### src/hdl/apt_pkg.sv
// Shared types, constants and helpers for the aging peer table.
`timescale 1ns / 1ps
`default_nettype none

package apt_pkg;

   localparam int unsigned DEFAULT_TABLE_ENTRIES = 10;
   localparam int unsigned ADDR_W = 48;
   localparam int unsigned AGE_W = 8;
   localparam int unsigned OUT_W = 4;

   localparam logic [AGE_W-1:0] MAX_AGE_RESET = 8'd12;
   localparam logic [AGE_W-1:0] AGE_SATURATED = 8'hFF;

   // Appearance classes as carried on the request.
   localparam logic [1:0] CLASS_BADGE = 2'd1;
   localparam logic [1:0] CLASS_MAKER = 2'd2;

   typedef enum logic [2:0] {
      ACT_IGNORED   = 3'd0,
      ACT_REFRESHED = 3'd1,
      ACT_ADDED     = 3'd2,
      ACT_REPLACED  = 3'd3,
      ACT_TICK_DONE = 3'd4
   } action_type;

   typedef struct packed {
      logic              req_type;
      logic [ADDR_W-1:0] peer_address;
      logic [1:0]        address_kind;
      logic [1:0]        appearance_class;
      logic              marker_valid;
   } peer_req_type;

   typedef struct packed {
      action_type       action;
      logic [OUT_W-1:0] slot;
      logic [OUT_W-1:0] aged_out;
      logic [OUT_W-1:0] peer_total;
      logic [OUT_W-1:0] imposter_total;
      logic [OUT_W-1:0] maker_total;
   } peer_rsp_type;

   typedef struct packed {
      logic load;
      logic scan;
      logic commit;
      logic respond;
   } ctrl_cmd_type;

   typedef struct packed {
      logic needs_scan;
      logic is_tick;
      logic scan_done;
   } dp_status_type;

   function automatic logic is_maker(input logic [1:0] cls);
      return cls == CLASS_MAKER;
   endfunction

   function automatic logic is_imposter(input logic [1:0] cls);
      return (cls != CLASS_BADGE) && (cls != CLASS_MAKER);
   endfunction

endpackage

`default_nettype wire

### src/hdl/aging_peer_table.sv
// Top level of the aging peer table: controller plus datapath.
// A sighting with the marker passes scan, commit and reply, a tick scan and reply,
// and a sighting without the marker goes straight to reply.
// One request at a time; the next can be accepted in the cycle the result shows.
// The scan walks one entry per cycle over the entry memory's single read port.
// Synchronous reset empties the table, clears the counts and sets max_age to 12.
`timescale 1ns / 1ps
`default_nettype none

module aging_peer_table #(
   parameter int unsigned TABLE_ENTRIES = apt_pkg::DEFAULT_TABLE_ENTRIES
) (
   input  wire                   clock,
   input  wire                   reset,
   input  wire                   start,
   output logic                  busy,
   input  wire apt_pkg::peer_req_type req_data,
   output logic                  rsp_valid,
   output apt_pkg::peer_rsp_type rsp_data,
   input  wire                   csr_wr_en,
   input  wire [7:0]             csr_wr_data
);
   import apt_pkg::*;

   ctrl_cmd_type  cmd;
   dp_status_type status;
   logic          ctrl_busy;

   apt_ctrl u_ctrl (
      .clock  (clock),
      .reset  (reset),
      .start  (start),
      .busy   (ctrl_busy),
      .status (status),
      .cmd    (cmd)
   );

   apt_datapath #(
      .TABLE_ENTRIES (TABLE_ENTRIES)
   ) u_datapath (
      .clock       (clock),
      .reset       (reset),
      .req_data    (req_data),
      .csr_wr_en   (csr_wr_en),
      .csr_wr_data (csr_wr_data),
      .cmd         (cmd),
      .status      (status),
      .rsp_valid   (rsp_valid),
      .rsp_data    (rsp_data)
   );

   assign busy = ctrl_busy;

endmodule

`default_nettype wire

### src/hdl/apt_ctrl.sv
// Sequencing state machine for the aging peer table.
`timescale 1ns / 1ps
`default_nettype none

module apt_ctrl (
   input  wire                   clock,
   input  wire                   reset,
   input  wire                   start,
   output logic                  busy,
   input  wire apt_pkg::dp_status_type status,
   output apt_pkg::ctrl_cmd_type  cmd
);
   import apt_pkg::*;

   typedef enum logic [3:0] {
      ST_IDLE   = 4'b0001,
      ST_SCAN   = 4'b0010,
      ST_COMMIT = 4'b0100,
      ST_REPLY  = 4'b1000
   } state_type;

   state_type state_ff;
   state_type state_in;

   always_comb begin
      state_in = state_ff;
      cmd = '0;
      unique case (state_ff)
         ST_IDLE: begin
            if (start) begin
               cmd.load = 1'b1;
               state_in = status.needs_scan ? ST_SCAN : ST_REPLY;
            end
         end
         ST_SCAN: begin
            cmd.scan = 1'b1;
            if (status.scan_done) begin
               state_in = status.is_tick ? ST_REPLY : ST_COMMIT;
            end
         end
         ST_COMMIT: begin
            cmd.commit = 1'b1;
            state_in = ST_REPLY;
         end
         ST_REPLY: begin
            cmd.respond = 1'b1;
            state_in = ST_IDLE;
         end
         default: begin
            state_in = ST_IDLE;
         end
      endcase
   end

   assign busy = (state_ff != ST_IDLE);

   always_ff @(posedge clock) begin
      if (reset) begin
         state_ff <= ST_IDLE;
      end else begin
         state_ff <= state_in;
      end
   end

   a_accept_goes_busy: assert property (@(posedge clock) disable iff (reset)
      (start && !busy) |=> busy)
      else $error("controller did not go busy after accepting a request");

   a_commit_then_reply: assert property (@(posedge clock) disable iff (reset)
      cmd.commit |=> cmd.respond)
      else $error("table update was not followed by a reply");

   a_scan_ends: assert property (@(posedge clock) disable iff (reset)
      (cmd.scan && status.scan_done) |=> !cmd.scan)
      else $error("scan continued past the last entry");

endmodule

`default_nettype wire

### src/hdl/apt_datapath.sv
// Entry storage, scan logic, counters and reply register for the peer table.
`timescale 1ns / 1ps
`default_nettype none

module apt_datapath #(
   parameter int unsigned TABLE_ENTRIES = apt_pkg::DEFAULT_TABLE_ENTRIES
) (
   input  wire                   clock,
   input  wire                   reset,
   input  wire apt_pkg::peer_req_type req_data,
   input  wire                   csr_wr_en,
   input  wire [7:0]             csr_wr_data,
   input  wire apt_pkg::ctrl_cmd_type cmd,
   output apt_pkg::dp_status_type status,
   output logic                  rsp_valid,
   output apt_pkg::peer_rsp_type rsp_data
);
   import apt_pkg::*;

   localparam int unsigned IDX_W = (TABLE_ENTRIES > 1) ? $clog2(TABLE_ENTRIES) : 1;
   localparam int unsigned CNT_W = $clog2(TABLE_ENTRIES + 1);
   localparam logic [IDX_W-1:0] LAST_IDX = IDX_W'(TABLE_ENTRIES - 1);

   typedef struct packed {
      logic [ADDR_W-1:0] address;
      logic [1:0]        address_kind;
      logic [1:0]        appearance;
      logic [AGE_W-1:0]  age;
   } entry_type;

   // Peer data lives in a single-port-read memory; only the occupied bits reset.
   entry_type entry_mem [TABLE_ENTRIES];
   entry_type rd_ff;
   logic      rd_en;
   logic      wr_en;
   logic [IDX_W-1:0] wr_idx;
   entry_type wr_data;

   logic [AGE_W-1:0]         max_age_ff, max_age_in;
   peer_req_type             req_ff, req_in;
   logic [TABLE_ENTRIES-1:0] occ_ff, occ_in;
   logic [CNT_W-1:0]         occ_cnt_ff, occ_cnt_in;
   logic [CNT_W-1:0]         imp_cnt_ff, imp_cnt_in;
   logic [CNT_W-1:0]         mak_cnt_ff, mak_cnt_in;
   logic [CNT_W-1:0]         aged_ff, aged_in;
   logic [IDX_W-1:0]         rd_idx_ff, rd_idx_in;
   logic                     issue_done_ff, issue_done_in;
   logic                     pr_valid_ff, pr_valid_in;
   logic [IDX_W-1:0]         pr_idx_ff, pr_idx_in;
   logic                     found_ff, found_in;
   logic [IDX_W-1:0]         match_idx_ff, match_idx_in;
   logic [1:0]               match_cls_ff, match_cls_in;
   logic                     have_empty_ff, have_empty_in;
   logic [IDX_W-1:0]         empty_idx_ff, empty_idx_in;
   logic                     have_old_ff, have_old_in;
   logic [AGE_W-1:0]         old_age_ff, old_age_in;
   logic [IDX_W-1:0]         old_idx_ff, old_idx_in;
   logic [1:0]               old_cls_ff, old_cls_in;
   action_type               action_ff, action_in;
   logic [IDX_W-1:0]         slot_ff, slot_in;
   logic                     rsp_valid_ff, rsp_valid_in;
   peer_rsp_type             rsp_ff, rsp_in;

   logic [AGE_W-1:0]   age_inc;
   logic               hit;
   logic [IDX_W-1:0]   target;
   logic               add_imp, add_mak, rem_imp, rem_mak;
   logic [CNT_W+3:0]   occ_wide, imp_wide, mak_wide, aged_wide;
   logic [IDX_W+3:0]   slot_wide;

   assign status.needs_scan = req_data.req_type | req_data.marker_valid;
   assign status.is_tick    = req_ff.req_type;
   assign status.scan_done  = pr_valid_ff && (pr_idx_ff == LAST_IDX);

   assign rd_en = cmd.scan && !issue_done_ff;

   assign age_inc = (rd_ff.age == AGE_SATURATED) ? AGE_SATURATED : rd_ff.age + 8'd1;
   assign hit = (rd_ff.address == req_ff.peer_address) &&
                (rd_ff.address_kind == req_ff.address_kind);
   assign target = have_empty_ff ? empty_idx_ff : old_idx_ff;

   assign occ_wide  = {4'b0, occ_cnt_ff};
   assign imp_wide  = {4'b0, imp_cnt_ff};
   assign mak_wide  = {4'b0, mak_cnt_ff};
   assign aged_wide = {4'b0, aged_ff};
   assign slot_wide = {4'b0, slot_ff};

   always_comb begin
      max_age_in    = max_age_ff;
      req_in        = req_ff;
      occ_in        = occ_ff;
      occ_cnt_in    = occ_cnt_ff;
      imp_cnt_in    = imp_cnt_ff;
      mak_cnt_in    = mak_cnt_ff;
      aged_in       = aged_ff;
      rd_idx_in     = rd_idx_ff;
      issue_done_in = issue_done_ff;
      pr_valid_in   = 1'b0;
      pr_idx_in     = pr_idx_ff;
      found_in      = found_ff;
      match_idx_in  = match_idx_ff;
      match_cls_in  = match_cls_ff;
      have_empty_in = have_empty_ff;
      empty_idx_in  = empty_idx_ff;
      have_old_in   = have_old_ff;
      old_age_in    = old_age_ff;
      old_idx_in    = old_idx_ff;
      old_cls_in    = old_cls_ff;
      action_in     = action_ff;
      slot_in       = slot_ff;
      rsp_valid_in  = cmd.respond;
      rsp_in        = rsp_ff;
      wr_en         = 1'b0;
      wr_idx        = pr_idx_ff;
      wr_data       = rd_ff;
      add_imp       = 1'b0;
      add_mak       = 1'b0;
      rem_imp       = 1'b0;
      rem_mak       = 1'b0;

      if (csr_wr_en) begin
         max_age_in = csr_wr_data;
      end

      if (cmd.load) begin
         req_in        = req_data;
         rd_idx_in     = '0;
         issue_done_in = 1'b0;
         found_in      = 1'b0;
         have_empty_in = 1'b0;
         have_old_in   = 1'b0;
         aged_in       = '0;
         slot_in       = '0;
         action_in     = req_data.req_type ? ACT_TICK_DONE : ACT_IGNORED;
      end

      // Read issue: one entry per cycle, the data comes back in the next cycle.
      if (rd_en) begin
         pr_valid_in = 1'b1;
         pr_idx_in   = rd_idx_ff;
         if (rd_idx_ff == LAST_IDX) begin
            issue_done_in = 1'b1;
         end else begin
            rd_idx_in = rd_idx_ff + 1'b1;
         end
      end

      if (pr_valid_ff) begin
         if (occ_ff[pr_idx_ff]) begin
            if (req_ff.req_type) begin
               wr_en       = 1'b1;
               wr_data.age = age_inc;
               if (age_inc >= max_age_ff) begin
                  occ_in[pr_idx_ff] = 1'b0;
                  occ_cnt_in = occ_cnt_ff - 1'b1;
                  aged_in    = aged_ff + 1'b1;
                  rem_mak    = is_maker(rd_ff.appearance);
                  rem_imp    = is_imposter(rd_ff.appearance);
               end
            end else if (!found_ff) begin
               if (hit) begin
                  found_in     = 1'b1;
                  match_idx_in = pr_idx_ff;
                  match_cls_in = rd_ff.appearance;
               end else if (!have_old_ff || (rd_ff.age > old_age_ff)) begin
                  have_old_in = 1'b1;
                  old_age_in  = rd_ff.age;
                  old_idx_in  = pr_idx_ff;
                  old_cls_in  = rd_ff.appearance;
               end
            end
         end else if (!req_ff.req_type && !have_empty_ff) begin
            have_empty_in = 1'b1;
            empty_idx_in  = pr_idx_ff;
         end
      end

      if (cmd.commit) begin
         wr_en                = 1'b1;
         wr_data.address      = req_ff.peer_address;
         wr_data.address_kind = req_ff.address_kind;
         wr_data.appearance   = req_ff.appearance_class;
         wr_data.age          = '0;
         if (found_ff) begin
            wr_idx             = match_idx_ff;
            wr_data.appearance = match_cls_ff;
            action_in          = ACT_REFRESHED;
            slot_in            = match_idx_ff;
         end else begin
            wr_idx         = target;
            occ_in[target] = 1'b1;
            slot_in        = target;
            add_mak        = is_maker(req_ff.appearance_class);
            add_imp        = is_imposter(req_ff.appearance_class);
            if (have_empty_ff) begin
               occ_cnt_in = occ_cnt_ff + 1'b1;
               action_in  = ACT_ADDED;
            end else begin
               rem_mak   = is_maker(old_cls_ff);
               rem_imp   = is_imposter(old_cls_ff);
               action_in = ACT_REPLACED;
            end
         end
      end

      imp_cnt_in = imp_cnt_ff + CNT_W'(add_imp) - CNT_W'(rem_imp);
      mak_cnt_in = mak_cnt_ff + CNT_W'(add_mak) - CNT_W'(rem_mak);

      if (cmd.respond) begin
         rsp_in.action         = action_ff;
         rsp_in.slot           = slot_wide[3:0];
         rsp_in.aged_out       = aged_wide[3:0];
         rsp_in.peer_total     = occ_wide[3:0];
         rsp_in.imposter_total = imp_wide[3:0];
         rsp_in.maker_total    = mak_wide[3:0];
      end
   end

   always_ff @(posedge clock) begin
      if (wr_en) begin
         entry_mem[wr_idx] <= wr_data;
      end
      if (rd_en) begin
         rd_ff <= entry_mem[rd_idx_ff];
      end
   end

   always_ff @(posedge clock) begin
      if (reset) begin
         max_age_ff    <= MAX_AGE_RESET;
         occ_ff        <= '0;
         occ_cnt_ff    <= '0;
         imp_cnt_ff    <= '0;
         mak_cnt_ff    <= '0;
         issue_done_ff <= 1'b1;
         pr_valid_ff   <= 1'b0;
         found_ff      <= 1'b0;
         have_empty_ff <= 1'b0;
         have_old_ff   <= 1'b0;
         rsp_valid_ff  <= 1'b0;
      end else begin
         max_age_ff    <= max_age_in;
         occ_ff        <= occ_in;
         occ_cnt_ff    <= occ_cnt_in;
         imp_cnt_ff    <= imp_cnt_in;
         mak_cnt_ff    <= mak_cnt_in;
         issue_done_ff <= issue_done_in;
         pr_valid_ff   <= pr_valid_in;
         found_ff      <= found_in;
         have_empty_ff <= have_empty_in;
         have_old_ff   <= have_old_in;
         rsp_valid_ff  <= rsp_valid_in;
      end
   end

   always_ff @(posedge clock) begin
      req_ff       <= req_in;
      aged_ff      <= aged_in;
      rd_idx_ff    <= rd_idx_in;
      pr_idx_ff    <= pr_idx_in;
      match_idx_ff <= match_idx_in;
      match_cls_ff <= match_cls_in;
      empty_idx_ff <= empty_idx_in;
      old_age_ff   <= old_age_in;
      old_idx_ff   <= old_idx_in;
      old_cls_ff   <= old_cls_in;
      action_ff    <= action_in;
      slot_ff      <= slot_in;
      rsp_ff       <= rsp_in;
   end

   assign rsp_valid = rsp_valid_ff;
   assign rsp_data  = rsp_ff;

   a_single_reply: assert property (@(posedge clock) disable iff (reset)
      rsp_valid_ff |=> !rsp_valid_ff)
      else $error("two replies in consecutive cycles");

   a_count_matches_occupancy: assert property (@(posedge clock) disable iff (reset)
      occ_cnt_ff == CNT_W'($countones(occ_ff)))
      else $error("peer count disagrees with occupied entries");

   a_class_counts_bounded: assert property (@(posedge clock) disable iff (reset)
      ({1'b0, imp_cnt_ff} + {1'b0, mak_cnt_ff}) <= {1'b0, occ_cnt_ff})
      else $error("class counts exceed the peer count");

endmodule

`default_nettype wire
### config.mk
export PLATFORM = sky130hd
export DESIGN_NAME = aging_peer_table
export DESIGN_NICKNAME = d
export VERILOG_FILES = /design/src/hdl/apt_pkg.sv /design/src/hdl/aging_peer_table.sv /design/src/hdl/apt_ctrl.sv /design/src/hdl/apt_datapath.sv
export SDC_FILE = /design/constraint.sdc
export NUM_CORES = 1
export LEC_CHECK = 0
export ABC_AREA = 1
export BUFFER_PORTS_ARGS = -buffer_cell sky130_fd_sc_hd__buf_4
export CAP_MARGIN = 15
export CORE_MARGIN = 5
export CORE_UTILIZATION = 49
export DETAILED_ROUTE_END_ITERATION = 8
export PLACE_DENSITY = 0.75
export SLEW_MARGIN = 10
export SYNTH_ARGS = -nofsm -noshare
export SYNTH_HDL_FRONTEND = slang
export SYNTH_HIERARCHICAL = 1
export SYNTH_SLANG_ARGS = --single-unit
### constraint.sdc
create_clock -name clock -period 11.16 [get_ports clock]
set_clock_uncertainty 0.1 [all_clocks]
set_input_delay 1.116 -clock clock [delete_from_list [all_inputs] [get_ports clock]]
set_output_delay 1.116 -clock clock [all_outputs]
set_load 0.005 [all_outputs]
==> results.toml <==
[outcome]
status = "completed"

[setup_path]
crit_family = "buffers and inverters"
crit_slowest_cell = "nor2_4"
path_cells = "nor2_1, nand3_1, inv_2, inv_2, buf_4, nor2_4, inv_2, o21ai_2, a21oi_1, inv_1, nor2_1, nand2_1, nor2_4, buf_4"
critPathMaxStageDelay_ns = 0.83
worstRegToRegCells = 14
r2r-start = "u_ctrl/state_ff[1]$_SDFFE_PP0P_"
critPathBufInv = 6
path_class = "reg -> reg"
worstSetupEndpointType = "flop"
arrival_ns = 4.80
worstPathRequired_ns = 11.30
cpMostUsedCell = "inv_2"
crit_path_start_kind = "flop"
timing.reg2reg.setup_slack_ns = 6.50
rr_endpoint = "u_datapath/entry_mem[2][54]$_DFFE_PP_"
critPathMaxFanout = 48

[synth]
postSynthAreaPerCell_sq_um = 12.72
ys.flop_type = "edfxtp_1"
yosysSeqAreaShare = 0.7353
syn_nets = 2680
synthCells = 2579
ys_warn_count = 6
ys_async_sr_fraction = 0
synth-seq-cells = 819
yosysUniqueCellTypes = 44
synth_edf_count = 771
syn_area_sq_um = 32800

[floorplanning]
io_pins = 91
die_h_microns = 268.7
coreArea_sq_um = 66100
die_w_microns = 268.7
rows = 94
initial_utilization = 0.4962
die_area_sq_um = 72200

[min_path]
min_from = "u_datapath/action_ff[2]$_SDFFCE_PP0P_"
min_delay_path_depth = 0
holdCritPathClass = "reg -> reg"
hold_end = "u_datapath/rsp_data[22]$_DFFE_PP_"

[clock_network]
htreeDepth = 3
cts_root_buf = "clkbuf_16"
worstSkewPairLatency_ns = 0.63
postCtsHoldBufs = 0
cts.sinks = 819
clk_path_buf_depth = 3
cts_setup_buffers = 0
path_clk_slew_ns = 0.06
cts_resized = 0
numCtsBuffers = 83
cts_tree = "yes"

[power_and_ir_drop]
comb_power_share = 0.030
leakage_nw = 13.09
share_seq_of_total_power = 0.548
finalPower_mw = 6.191
powerDensity_nw_per_um2 = 167.9
p_sw_frac = 0.2062
p_int_mw = 4.914
pwr-share-clk = 0.422
p_switching_mw = 1.276
ir_drop_mv = 0.1229

[finish]
drive_gt1_frac = 0.1113
multi_input_area_sq_um = 7679
fin_nets = 2750
syn2layout_area_growth_pct = 12.44
seqCellArea_sq_um = 24120
nFillCells = 5133
num_antenna_cells = 0

[drt]
firstDrtPassIters = 8
initialDrtViolationCount = 2496
vias = 21009
routed_wl_microns = 76580
ant_nets = 0
drt-vias-per-instance = 5.873
route.detailed.drc = 0
detail_route.wl_per_cell_microns = 21.41

[timing]
worst_slack_ns = 6.500
timing.fmax_mhz = 214.6
whs_ns = 0.3376
finalSetupViolations = 0
tns_ns = 0
final_hold_viol_count = 0
maxSlewHeadroom = 0.2411
tightest_slew_ns = 1.126
post-route-period-util = 0.4176
rsz0062_at_grt = "no"
drv_slew = 0
min_period_ns = 4.660

[placement]
dp_hpwl_microns = 40850
numPortBuffers = 90
gp_congestion = 0.8985
dpl_worst_slack_ns = 6.614

[flow_run]
max-cap-violations = 0

[global_route]
first_global_vias = 20525
grt_use_total = 0.2068
overflow = 0
grt_pass1_wl_microns = 115900
antenna_found_initial = 0
grt_max_degree = 122
## area by class of cell
type | instances | share of cell area
flip-flops and latches | 819 | 0.6542
clock inverters | 38 | 0.008245
clock buffers | 111 | 0.06091
repair buffers | 121 | 0.02565
inverters | 130 | 0.01347
multi-input cells | 1494 | 0.2082
well taps | 864 | 0.02932
## cell families (layout without fill, tap and decap cells)
kind of cell    count (synthesis)  after routing  share of synthesized area
flops                         819            819                     0.7353
compound gates                660            660                     0.1109
fa+ha+maj                      35             35                    0.01381
xor+xnor                       41             41                    0.01095
buf+inv                       266            400                    0.03361
simple gates                  757            757                    0.09511
mux                             1              1                  0.0003052
## metal layers
| layer | track usage | up-vias | share of wire | wire length [microns] |
|---|---|---|---|---|
| li1 | - | 9485 | - | - |
| met1 | 0.2730 | 10214 | 0.38 | 29370 |
| met2 | 0.3469 | 1096 | 0.49 | 37550 |
| met3 | 0.03020 | 214 | 0.086 | 6620 |
| met4 | 0.08883 | 0 | 0.040 | 3032 |
| met5 | 0 | - | 0 | 0 |
## registers in the layout, indices dropped and copies added (netlist names), 8 cells and up
signal / cells
u_datapath/old_age_ff: 8
u_datapath/rsp_data: 23
u_datapath/entry_mem: 600
u_datapath/max_age_ff: 8
u_datapath/occ_ff: 10
u_datapath/req_ff: 52
u_datapath/rd_ff: 60
## stage by stage
stage / utilization / cell area, sq um / cells
floorplan: - / 32800 / 2579
global placement: 0.5184 / 34270 / 3425
detailed placement: 0.5184 / 34270 / 3425
CTS: 0.5570 / 36820 / 3574
global route: 0.5579 / 36880 / 3577
finish: 0.5579 / 36880 / 3577
## power by group through the flow
stage / registers [mW] / logic, mW / clock network [mW]
2_1_floorplan: 3.44 / 0.121 / 0
3_3_place_gp: 3.46 / 0.177 / 0
3_5_place_dp: 3.46 / 0.184 / 0
4_1_cts: 3.39 / 0.186 / 2.66
5_1_grt: 3.39 / 0.208 / 2.78
6_report: 3.39 / 0.188 / 2.61
## synthesized netlist by cell type, types with 22 or more instances
cell | instances | area (sq um)
nand2_1 | 392 | 1471
dfxtp_1 | 48 | 960.9
buf_2 | 35 | 175.2
o22ai_1 | 60 | 375.4
a221oi_1 | 60 | 525.5
o21ai_0 | 288 | 1441
xor2_1 | 22 | 192.7
o21ai_1 | 73 | 365.4
ha_1 | 33 | 412.9
edfxtp_1 | 771 | 23150
nor2_1 | 261 | 979.7
a21oi_1 | 168 | 840.8
clkbuf_1 | 82 | 307.8
nand3_1 | 44 | 220.2
inv_1 | 120 | 450.4
## how the worst max path moves through the flow
stage	start	cells after the start	endpoint	slack [ns]
after floorplan	u_ctrl/state_ff[0]$_SDFFE_PP1P_	11	u_datapath/entry_mem[3][0]$_DFFE_PP_	4.99
after global placement	u_ctrl/state_ff[1]$_SDFFE_PP0P_	14	u_datapath/entry_mem[2][31]$_DFFE_PP_	6.74
after detailed placement	u_ctrl/state_ff[1]$_SDFFE_PP0P_	14	u_datapath/entry_mem[2][43]$_DFFE_PP_	6.61
after CTS	u_ctrl/state_ff[1]$_SDFFE_PP0P_	14	u_datapath/entry_mem[2][56]$_DFFE_PP_	6.58
after global routing	u_ctrl/state_ff[1]$_SDFFE_PP0P_	14	u_datapath/entry_mem[2][52]$_DFFE_PP_	6.33
final	u_ctrl/state_ff[1]$_SDFFE_PP0P_	14	u_datapath/entry_mem[2][54]$_DFFE_PP_	6.50
## layout by cell type, fill, tap and decap left out, drive strengths merged, types with 33 or more instances in the layout
cell	Yosys	routed
nand2	401	401
a21oi	170	170
edfxtp	771	771
ha	33	33
clkbuf	82	111
dfxtp	48	48
nand3	48	48
buf	54	121
nor2	270	270
inv	130	133
a221oi	60	60
o22ai	60	60
o21ai	363	363
Note: power is estimated with default switching activity, not from simulation.
